### config.mk
export PLATFORM = sky130hd
export DESIGN_NAME = windowed_reorder_receiver_core
export DESIGN_NICKNAME = d
export VERILOG_FILES = /design/src/hw/rtl/wrr_pkg.sv /design/src/hw/rtl/windowed_reorder_receiver_core.sv /design/src/hw/rtl/wrr_ram.sv
export SDC_FILE = /design/constraint.sdc
export NUM_CORES = 1
export LEC_CHECK = 0
export BUFFER_PORTS_ARGS = -buffer_cell sky130_fd_sc_hd__buf_2
export CAP_MARGIN = 5
export CORE_AREA = 2 2 168 170
export DETAILED_ROUTE_END_ITERATION = 10
export DIE_AREA = 0 0 170 172
export GPL_TIMING_DRIVEN = 0
export PLACE_DENSITY = 0.92
export SETUP_SLACK_MARGIN = 0.15
export SLEW_MARGIN = 20
export SYNTH_ARGS = -nofsm -noshare
export SYNTH_HDL_FRONTEND = slang
export SYNTH_SLANG_ARGS = --single-unit
export TNS_END_PERCENT = 100
### constraint.sdc
create_clock -name i_clk -period 13.8 [get_ports i_clk]
set_input_delay 2.76 -clock i_clk [delete_from_list [all_inputs] [get_ports i_clk]]
set_output_delay 2.76 -clock i_clk [all_outputs]
set_load 0.01 [all_outputs]
### src/hw/rtl/wrr_pkg.sv
// Shared constants, codes and transaction types of the windowed reorder receiver.
package wrr_pkg;

    localparam int WINDOW_DEPTH = 4;
    localparam int SEQ_SPACE    = 8;
    localparam int PAYLOAD_BITS = 64;

    localparam int SEQ_BITS  = $clog2(SEQ_SPACE);
    localparam int SLOT_BITS = (WINDOW_DEPTH > 1) ? $clog2(WINDOW_DEPTH) : 1;
    localparam int CNT_BITS  = $clog2(WINDOW_DEPTH + 1);
    localparam int ACK_BITS  = SEQ_BITS + 1;

    localparam logic signed [ACK_BITS-1:0] ACK_NONE = -ACK_BITS'(1);

    localparam logic KIND_DELIVER = 1'b0;
    localparam logic KIND_ACK     = 1'b1;

    typedef struct packed {
        logic                    checksum_ok;
        logic [SEQ_BITS-1:0]     seq_num;
        logic [PAYLOAD_BITS-1:0] payload;
    } t_in_item;

    typedef struct packed {
        logic                       kind;
        logic [PAYLOAD_BITS-1:0]    data_out;
        logic signed [ACK_BITS-1:0] ack_num;
        logic                       last;
    } t_out_item;

endpackage

### src/hw/rtl/windowed_reorder_receiver_core.sv
// Receive window of a sliding-window transport: buffers, reorders, delivers and acknowledges.
//
// Usage:
//   Input channel (i_in_valid / o_in_ready / i_in_data) takes one packet: checksum flag,
//   sequence number and payload word. Output channel (o_out_valid / i_out_ready /
//   o_out_data) returns zero or more in-order deliveries (kind 0) followed by exactly one
//   ACK (kind 1, last set) carrying the cumulative ACK number, -1 before any delivery.
//   One packet is in flight at a time; o_in_ready is high only while the sequencer idles.
//   A packet that delivers nothing goes from the check step straight to the ACK step; a
//   packet at the window base passes a scan and an emit step per released word and a
//   last scan step that slides the base before its ACK step.
//   The steps are set by the sequencer: one shared 3-bit adder computes the window
//   offset, the new base and the ACK number in turn, and the payload store is a RAM
//   read once per delivered word.
//   The last result sits in an output register, so the next packet is accepted while the
//   ACK still waits for the receiver. When the receiver stalls, the sequencer holds in its
//   emit or ACK step with no state change until the output register frees.
//   Reset (synchronous, active low) empties the window, sets the base to 0 and the
//   ACK number to -1. Buffered payload words are not cleared; their valid flags are.
module windowed_reorder_receiver_core (
    input  logic              i_clk,
    input  logic              i_rst_n,
    input  logic              i_in_valid,
    output logic              o_in_ready,
    input  wrr_pkg::t_in_item i_in_data,
    output logic              o_out_valid,
    input  logic              i_out_ready,
    output wrr_pkg::t_out_item o_out_data
);
    import wrr_pkg::*;

    localparam logic [2:0] S_IDLE  = 3'd0;
    localparam logic [2:0] S_CHECK = 3'd1;
    localparam logic [2:0] S_SCAN  = 3'd2;
    localparam logic [2:0] S_EMIT  = 3'd3;
    localparam logic [2:0] S_ACK   = 3'd4;

    logic [2:0]                 r_state,    n_state;
    t_in_item                   r_item,     n_item;
    logic [WINDOW_DEPTH-1:0]    r_valid,    n_valid;
    logic [SEQ_BITS-1:0]        r_base,     n_base;
    logic signed [ACK_BITS-1:0] r_last_ack, n_last_ack;
    logic                       r_adv,      n_adv;
    logic [CNT_BITS-1:0]        r_cnt,      n_cnt;
    logic [SLOT_BITS-1:0]       r_scan,     n_scan;
    t_out_item                  r_out,      n_out;
    logic                       r_out_valid, n_out_valid;

    // shared adder
    logic [SEQ_BITS-1:0] w_add_a, w_add_b, w_sum;
    logic                w_add_cin;

    logic                    w_out_free;
    logic                    w_wr_en, w_rd_en;
    logic [SLOT_BITS-1:0]    w_wr_addr;
    logic [PAYLOAD_BITS-1:0] w_rd_data;
    logic                    w_in_window;
    logic                    w_slot_live;

    assign w_out_free = !r_out_valid || i_out_ready;
    assign w_wr_addr  = SLOT_BITS'(r_item.seq_num);

    always_comb begin
        w_add_a   = '0;
        w_add_b   = '0;
        w_add_cin = 1'b0;
        unique case (r_state)
            S_CHECK: begin
                // offset = seq - base, modulo the sequence space
                w_add_a   = r_item.seq_num;
                w_add_b   = ~r_base;
                w_add_cin = 1'b1;
            end
            S_SCAN: begin
                w_add_a = r_base;
                w_add_b = SEQ_BITS'(r_cnt);
            end
            S_ACK: begin
                w_add_a = r_base;
                w_add_b = '1;
            end
            default: begin
                w_add_a   = '0;
                w_add_b   = '0;
                w_add_cin = 1'b0;
            end
        endcase
        w_sum = SEQ_BITS'(w_add_a + w_add_b + SEQ_BITS'(w_add_cin));
    end

    assign w_in_window = r_item.checksum_ok && (32'(w_sum) < WINDOW_DEPTH);
    assign w_slot_live = (32'(r_cnt) < WINDOW_DEPTH) && r_valid[r_scan];

    always_comb begin
        n_state     = r_state;
        n_item      = r_item;
        n_valid     = r_valid;
        n_base      = r_base;
        n_last_ack  = r_last_ack;
        n_adv       = r_adv;
        n_cnt       = r_cnt;
        n_scan      = r_scan;
        n_out       = r_out;
        n_out_valid = r_out_valid;
        w_wr_en     = 1'b0;
        w_rd_en     = 1'b0;
        o_in_ready  = 1'b0;

        if (r_out_valid && i_out_ready) begin
            n_out_valid = 1'b0;
        end

        unique case (r_state)
            S_IDLE: begin
                o_in_ready = 1'b1;
                if (i_in_valid) begin
                    n_item  = i_in_data;
                    n_state = S_CHECK;
                end
            end
            S_CHECK: begin
                n_adv = 1'b0;
                if (w_in_window) begin
                    w_wr_en            = 1'b1;
                    n_valid[w_wr_addr] = 1'b1;
                end
                if (w_in_window && w_sum == '0) begin
                    n_adv   = 1'b1;
                    n_cnt   = '0;
                    n_scan  = SLOT_BITS'(r_base);
                    n_state = S_SCAN;
                end else begin
                    n_state = S_ACK;
                end
            end
            S_SCAN: begin
                if (w_slot_live) begin
                    w_rd_en = 1'b1;
                    n_state = S_EMIT;
                end else begin
                    // slide the window past the delivered run
                    n_base  = w_sum;
                    n_state = S_ACK;
                end
            end
            S_EMIT: begin
                if (w_out_free) begin
                    n_out.kind      = KIND_DELIVER;
                    n_out.data_out  = w_rd_data;
                    n_out.ack_num   = '0;
                    n_out.last      = 1'b0;
                    n_out_valid     = 1'b1;
                    n_valid[r_scan] = 1'b0;
                    n_scan          = SLOT_BITS'(r_scan + 1'b1);
                    n_cnt           = CNT_BITS'(r_cnt + 1'b1);
                    n_state         = S_SCAN;
                end
            end
            S_ACK: begin
                if (w_out_free) begin
                    if (r_adv) begin
                        n_last_ack = $signed({1'b0, w_sum});
                    end
                    n_out.kind     = KIND_ACK;
                    n_out.data_out = '0;
                    n_out.ack_num  = r_adv ? $signed({1'b0, w_sum}) : r_last_ack;
                    n_out.last     = 1'b1;
                    n_out_valid    = 1'b1;
                    n_state        = S_IDLE;
                end
            end
            default: begin
                n_state = S_IDLE;
            end
        endcase
    end

    always_ff @(posedge i_clk) begin
        if (!i_rst_n) begin
            r_state     <= S_IDLE;
            r_valid     <= '0;
            r_base      <= '0;
            r_last_ack  <= ACK_NONE;
            r_adv       <= 1'b0;
            r_cnt       <= '0;
            r_scan      <= '0;
            r_out_valid <= 1'b0;
        end else begin
            r_state     <= n_state;
            r_valid     <= n_valid;
            r_base      <= n_base;
            r_last_ack  <= n_last_ack;
            r_adv       <= n_adv;
            r_cnt       <= n_cnt;
            r_scan      <= n_scan;
            r_out_valid <= n_out_valid;
        end
    end

    always_ff @(posedge i_clk) begin
        r_item <= n_item;
        r_out  <= n_out;
    end

    // slot index is the sequence number modulo the window depth
    wrr_ram #(
        .WIDTH(PAYLOAD_BITS),
        .DEPTH(WINDOW_DEPTH)
    ) u_store (
        .i_clk     (i_clk),
        .i_wr_en   (w_wr_en),
        .i_wr_addr (w_wr_addr),
        .i_wr_data (r_item.payload),
        .i_rd_en   (w_rd_en),
        .i_rd_addr (r_scan),
        .o_rd_data (w_rd_data)
    );

    assign o_out_valid = r_out_valid;
    assign o_out_data  = r_out;

endmodule

### src/hw/rtl/wrr_ram.sv
// Generic single-write, single-read RAM with registered read data.
module wrr_ram #(
    parameter int WIDTH = 8,
    parameter int DEPTH = 4
) (
    input  logic                                   i_clk,
    input  logic                                   i_wr_en,
    input  logic [((DEPTH > 1) ? $clog2(DEPTH) : 1)-1:0] i_wr_addr,
    input  logic [WIDTH-1:0]                       i_wr_data,
    input  logic                                   i_rd_en,
    input  logic [((DEPTH > 1) ? $clog2(DEPTH) : 1)-1:0] i_rd_addr,
    output logic [WIDTH-1:0]                       o_rd_data
);

    logic [WIDTH-1:0] r_mem [DEPTH];
    logic [WIDTH-1:0] r_rd_data;

    always_ff @(posedge i_clk) begin
        if (i_wr_en) begin
            r_mem[i_wr_addr] <= i_wr_data;
        end
        if (i_rd_en) begin
            r_rd_data <= r_mem[i_rd_addr];
        end
    end

    assign o_rd_data = r_rd_data;

endmodule

# Yosys cells after proc, flatten, opt, wreduce, memory -nomap -nowiden
# Memories as Yosys holds them, arrays and structs flattened. A register that Yosys moved wholly into a read port is not among the register bits.
# Index checks and enable logic that the tools add are counted.
[classes]
addsub = 4
order_cmp = 6
n_eq_ne = 9
n_mux = 39
n_bitwise = 5
reduce_logical = 21
[op_table]
columns = ["operator", "count"]
rows = [
  ["$mux 70", 2],
  ["$pmux 70 s2", 1],
  ["$mux 3", 7],
  ["$mux 1", 15],
  ["$pmux 3 s5", 1],
  ["$mux 4", 3],
  ["$pmux 3 s2", 2],
  ["$reduce_and 3->1", 4],
  ["$ne 2x2->1 const B", 5],
  ["$pmux 3 s3", 1],
  ["$pmux 4 s2", 1],
  ["$eq 3x2->1 const B", 2],
  ["$logic_and 1x1->1", 6],
  ["$logic_not 3->1", 2],
  ["$lt 2x3->1 const B", 2],
  ["$lt 3x3->1 const B", 2],
  ["$reduce_and 2->1", 3],
  ["$and 4x4->4", 1],
  ["$demux 1 s2", 2],
  ["$ge 2x1->1 const B", 2],
  ["$mux 2", 2],
  ["$not 4->4", 1],
  ["$or 4x4->4", 1],
  ["$pmux 2 s2", 1],
  ["13 further kinds", 15],
]
[word_totals]
ff_bits = 159
mem_bits_rw = 256
in_bits = 72
output_inout_bits = 72
elab_cells = 100
n_memories = 1
[mem_list]
columns = ["memory", "words", "width", "rd", "rd_ports_with_merged_regs", "wr", "line_no", "source"]
rows = [
  ["u_store.r_mem", 4, 64, 1, 1, 1, "wrr_ram.sv:15", "logic [WIDTH-1:0] r_mem [DEPTH];"],
]

# Depth between registers and ports, before layout
[depth]
ltp_word = 11
depth_mapped = 12
ltp_nobuf = 11

# Hierarchy
# From an unflattened synthesis, not the netlist that was laid out.
[hier_totals]
cells_unflattened = 773
area_unflattened_um2 = 17201.5
[by_module_without_submodules]
columns = ["module", "instances", "cells_per_inst", "area_per_inst_um2", "seq_area_each_um2"]
rows = [
  ["wrr_ram", 1, 402, 11263.3, 9609.2],
  ["windowed_reorder_receiver_core", 1, 371, 5938.2, 4534.3],
]

# Worst setup path before layout
# OpenSTA, ideal clock, no wires.
[synth_path]
kind = "in2reg"
from = "input port i_out_ready"
to = "register r_out, in the netlist o_out_data[10] (enable)"
setup_time_ps = 519
arrival_time_ps = 6357
required_time_ps = 13281
setup_slack_ps = 6925
cell_stages = 3
n_path_buf = 1
path_cell_list = "nor2b_1 clkbuf_1 a21oi_1"
[synth_via]
elab_chain_len = 3
elab_cells_between_ends = 4
classes_between = "eq/ne: 2; reduce/logical: 2"
[synth_rtl]
columns = ["element", "line_no", "source"]
rows = [
  ["start: declaration", "windowed_reorder_receiver_core.sv:27", "input logic i_out_ready,"],
  ["$logic_or 1x1->1 *", "windowed_reorder_receiver_core.sv:60", "assign w_out_free = !r_out_valid || i_out_ready;"],
  ["$ne 2x2->1 (no source line)", "--", ""],
  ["$reduce_and 3->1 (no source line) *", "--", ""],
  ["end signal: assignment", "windowed_reorder_receiver_core.sv:202", "r_out <= n_out;"],
  ["end: declaration", "windowed_reorder_receiver_core.sv:46", "t_out_item r_out, n_out;"],
]
# Mark *: on every way between the ends. The rest lies on a longest branch, timed or not.
# A chain may end at the register's enable or synchronous reset.

# Final worst setup path
[layout_path]
from = "register r_state[1]"
to = "memory u_store.r_mem[2][42] (netlist name) (enable)"
[layout_via]
elab_chain_len = 11
elab_cells_between_ends = 15
classes_between = "add/sub: 2; order compare: 1; eq/ne: 3; mux: 7; reduce/logical: 2"
[layout_rtl]
columns = ["element", "line_no", "source"]
rows = [
  ["start: declaration", "windowed_reorder_receiver_core.sv:38", "logic [2:0] r_state, n_state;"],
  ["start signal: assignment", "windowed_reorder_receiver_core.sv:189", "r_state <= n_state;"],
  ["$eq 3x3->1 or $eq 3x2->1 (tied branches)", "windowed_reorder_receiver_core.sv:67", "unique case (r_state)"],
  ["$reduce_or 2->1 (no source line)", "--", ""],
  ["$pmux 3 s2", "windowed_reorder_receiver_core.sv:67", ""],
  ["$add 3x3->3", "windowed_reorder_receiver_core.sv:88", "w_sum = SEQ_BITS'(w_add_a + w_add_b + SEQ_BITS'(w_add_cin));"],
  ["$add 3x1->3", "windowed_reorder_receiver_core.sv:88", ""],
  ["$lt 3x3->1", "windowed_reorder_receiver_core.sv:91", "assign w_in_window = r_item.checksum_ok && (32'(w_sum) < WINDOW_DEPTH);"],
  ["$logic_and 1x1->1", "windowed_reorder_receiver_core.sv:91", ""],
  ["$mux 1", "windowed_reorder_receiver_core.sv:123", "if (w_in_window) begin"],
  ["$mux 1 *", "windowed_reorder_receiver_core.sv:113", "unique case (r_state)"],
  ["$mux 1 *", "wrr_ram.sv:19", "if (i_wr_en) begin"],
  ["$mux 1 (not written as such) *", "wrr_ram.sv:20", "r_mem[i_wr_addr] <= i_wr_data;"],
  ["end: declaration", "wrr_ram.sv:15", ""],
]
# Marks and branches as above.

==> impl_metrics.csv <==
group,metric,value,unit
run_status,status,"completed",
critical_path,crit_family,"simple AND/OR/NAND/NOR gates",
critical_path,crit_fanout,12,
clocking,clock_path_buffers,3,
clocking,cts_buffers,45,
floorplan,die_area,29200,sq um
critical_path,setup.worst_path.end_class,"flop",
drt,routed_wl,30300,um
grt,grt_pass1_wl,46000,um
timing,finalSetupTns,0,ns
critical_path,critPathBufInv,4,
finish,final_nets,1063,
finish,syn_to_final_growth,17.5,%
clocking,cts_sinks,478,
timing,rsz0062_at_grt,"no",
timing,drv_slew,0,
timing,finalCriticalPeriod,4.67,ns
timing,setup_ws,9.13,ns
timing,worst_clock_skew,0.0147,ns
finish,multi_input_area,2760,sq um
drt,num_vias,7830,
synthesis,synth_area,17000,sq um
critical_path,slowest_delay,0.81,ns
synthesis,synth-seq-cells,478,
synthesis,synth_cell_type_count,55,
synthesis,async_flop_share,0,%
floorplan,fp.dieW,170,um
synthesis,synth_seq_area_share,83.1,%
finish,fillCellCount,1542,
finish,regArea,14100,sq um
synthesis,synth_flop_cell,"edfxtp_1",
grt,grt_overflow_total,0,
critical_path,required,14.02,ns
floorplan,die_y,172,um
critical_path,critPathSlowestCell,"nor4b_4",
timing,worstMarginPinSlew,0.896,ns
placed_design,dp_cells,1283,
drt,drc,0,
critical_path,arrival,4.89,ns
finish,stdcell_count,1363,
clocking,cts_hold_buffers,0,
power_and_ir_drop,power.density,178,nW/um^2
floorplan,io-pin-count,144,
drt,wl_per_cell,22.3,um
power_and_ir_drop,vdd_drop_max,135,uV
timing,fin_crit_sh,33.9,%
timing,max_freq,214,MHz
timing,max_slew_margin,40.0,%
clocking,path_clk_slew,0.06,ns
placed_design,placed_area,18700,sq um
clocking,cts_resized,0,
drt,detail_route.vias_per_cell,5.74,
clocking,htreeDepth,2,
critical_path,start_kind,"flop",
placed_design,dp_slack,9.13,ns
timing,hold_viol,0,
grt,grt_usage,21.3,%
min_path,hold_class,"flop to flop",
critical_path,critical_path_class,"flop to flop",
floorplan,start_util,62.0,%
grt,grt_pass1_vias,8148,
drt,drt_iter0_drc,568,
clocking,postCtsSetupRepairBufs,0,
placed_design,io_buffers,143,
synthesis,synth_edf_count,457,
finish,final_area,20000,sq um
power_and_ir_drop,leakage,6.70,nW
synthesis,syn_nets,835,
finish,final_layout_size_suffix_gt1_share,32.8,%
clocking,root_buffer,"clkbuf_16",
job,maxCapViolations,0,
timing,holdWs,0.446,ns
synthesis,yosys_warnings,0,
clocking,clock_latency,0.53,ns
power_and_ir_drop,finalPower,3.56,mW
finish,fin_util,72.8,%
placed_design,hpwl,20300,um
floorplan,row_count,61,
grt,antenna_found_initial,0,
clocking,cts_tree,"built",
synthesis,syn-mean-instance-area,22.5,sq um
finish,diodes,0,
drt,drt-pass1-iter-count,5,
grt,grt_max_degree,38,
critical_path,crit_path_cell_trace,"buf_6 > nor2_1 > nand2_1 > inv_2 > a21oi_1 > fa_1 > fa_1 > xnor2_4 > xor2_4 > nor4b_4 > buf_4 > buf_4",
synthesis,synthCells,756,
timing,setup_viol,0,
drt,ant_nets,0,
floorplan,coreArea,27500,sq um
placed_design,gp_congestion,0.839,
[synthesized netlist by cell type, drive strengths merged (2+ instances only)]
cell type    n  area, sq um
edfxtp     457        13700
o211a        3         30.0
and2        66          413
nor3b        3         27.5
ha           5         62.6
mux4        65         1460
clkbuf      17         63.8
nor2        13         51.3
and3         2         12.5
nor4b        2         30.0
o21ai        5         25.0
nand3        3         15.0
nand2b       3         18.8
a21oi       13         72.6
a211oi       6         45.0
nor4         2         18.8
nor3         2         15.0
o211ai       5         37.5
xnor2        2         43.8
mux2i        2         20.0
xor2         2         43.8
a22oi        3         22.5
fa           2         40.0
inv          6         22.5
dfxtp       21          420
nand2       17         63.8
buf         13         80.1
[worst min-delay path, cell delays in order (launching register included)]
cell	delay (ns)
dfxtp_1	0.31
nand2_1	0.05
nand2_1	0.04
[cell families (layout without fill, tap and decap cells)]
logic type	Yosys count	after routing	synth area share (%)
flops	478	478	83.1
simple gates	118	118	4.11
mux	67	67	8.72
compound gates	45	45	1.99
buf+inv	37	298	0.999
fa+ha+maj	7	7	0.603
xor+xnor	4	4	0.514
[state kept, by name (all words and copies together), names as in the netlist]
signal and count:
u_store.r_mem 256, o_out_data 69, r_item 68, u_store.o_rd_data 64
r_last_ack 4, r_valid 4, r_base 3, r_cnt 3
r_state 3, r_scan 2, o_out_valid 1, r_adv 1
[worst paths after layout]
check / startpoint / to / slack, ns / depth (start not counted)
worst max register to register: r_state[1] / u_store.r_mem[2][42] / 9.13 / 12
worst min register to register: r_last_ack[3] / r_last_ack[3] / 0.45 / 2
worst min-delay path: r_last_ack[3] / r_last_ack[3] / 0.45 / 2
worst max-delay path: r_state[1] / u_store.r_mem[2][42] / 9.13 / 12
[layer usage]
metal / vias to the layer above / GRT usage (%) / wire length, um
met5: - / 0 / 0
met4: 0 / 7.10 / 846
met3: 71 / 3.78 / 1720
met2: 291 / 37.2 / 15900
li1: 3500 / - / -
met1: 3968 / 27.8 / 11900
[final cells by class]
cell class | instances | share of cell area [%]
buffer | 30 | 0.719
clock buffer | 63 | 6.23
clock inverter | 17 | 0.432
inverter | 7 | 0.131
multi-input combinational | 241 | 13.8
sequential | 478 | 70.7
tap | 346 | 2.16
timing repair buffer | 181 | 5.82
[layout by cell type (no fill, tap or decap), types with 4 or more instances in the layout]
cell and instances:
o211ai_1 5, mux4_2 65, nor2_1 12, inv_1 4, dfxtp_1 21, clkinv_1 7
clkinv_2 8, a211oi_1 6, buf_8 6, edfxtp_1 457, nand2_1 17, buf_4 18
a21oi_1 10, and2_1 65, buf_6 14, clkbuf_1 32, buf_2 150, o21ai_0 4
clkbuf_16 47, ha_1 5
[power by group]
| part | leakage, nW | total, mW | switching (mW) | internal (mW) |
|---|---|---|---|---|
| Clock | 0.650 | 1.11 | 0.481 | 0.629 |
| Sequential | 4.33 | 1.94 | 0.0816 | 1.86 |
| Combinational | 1.72 | 0.509 | 0.326 | 0.183 |
(Power assumes the default switching activity.)
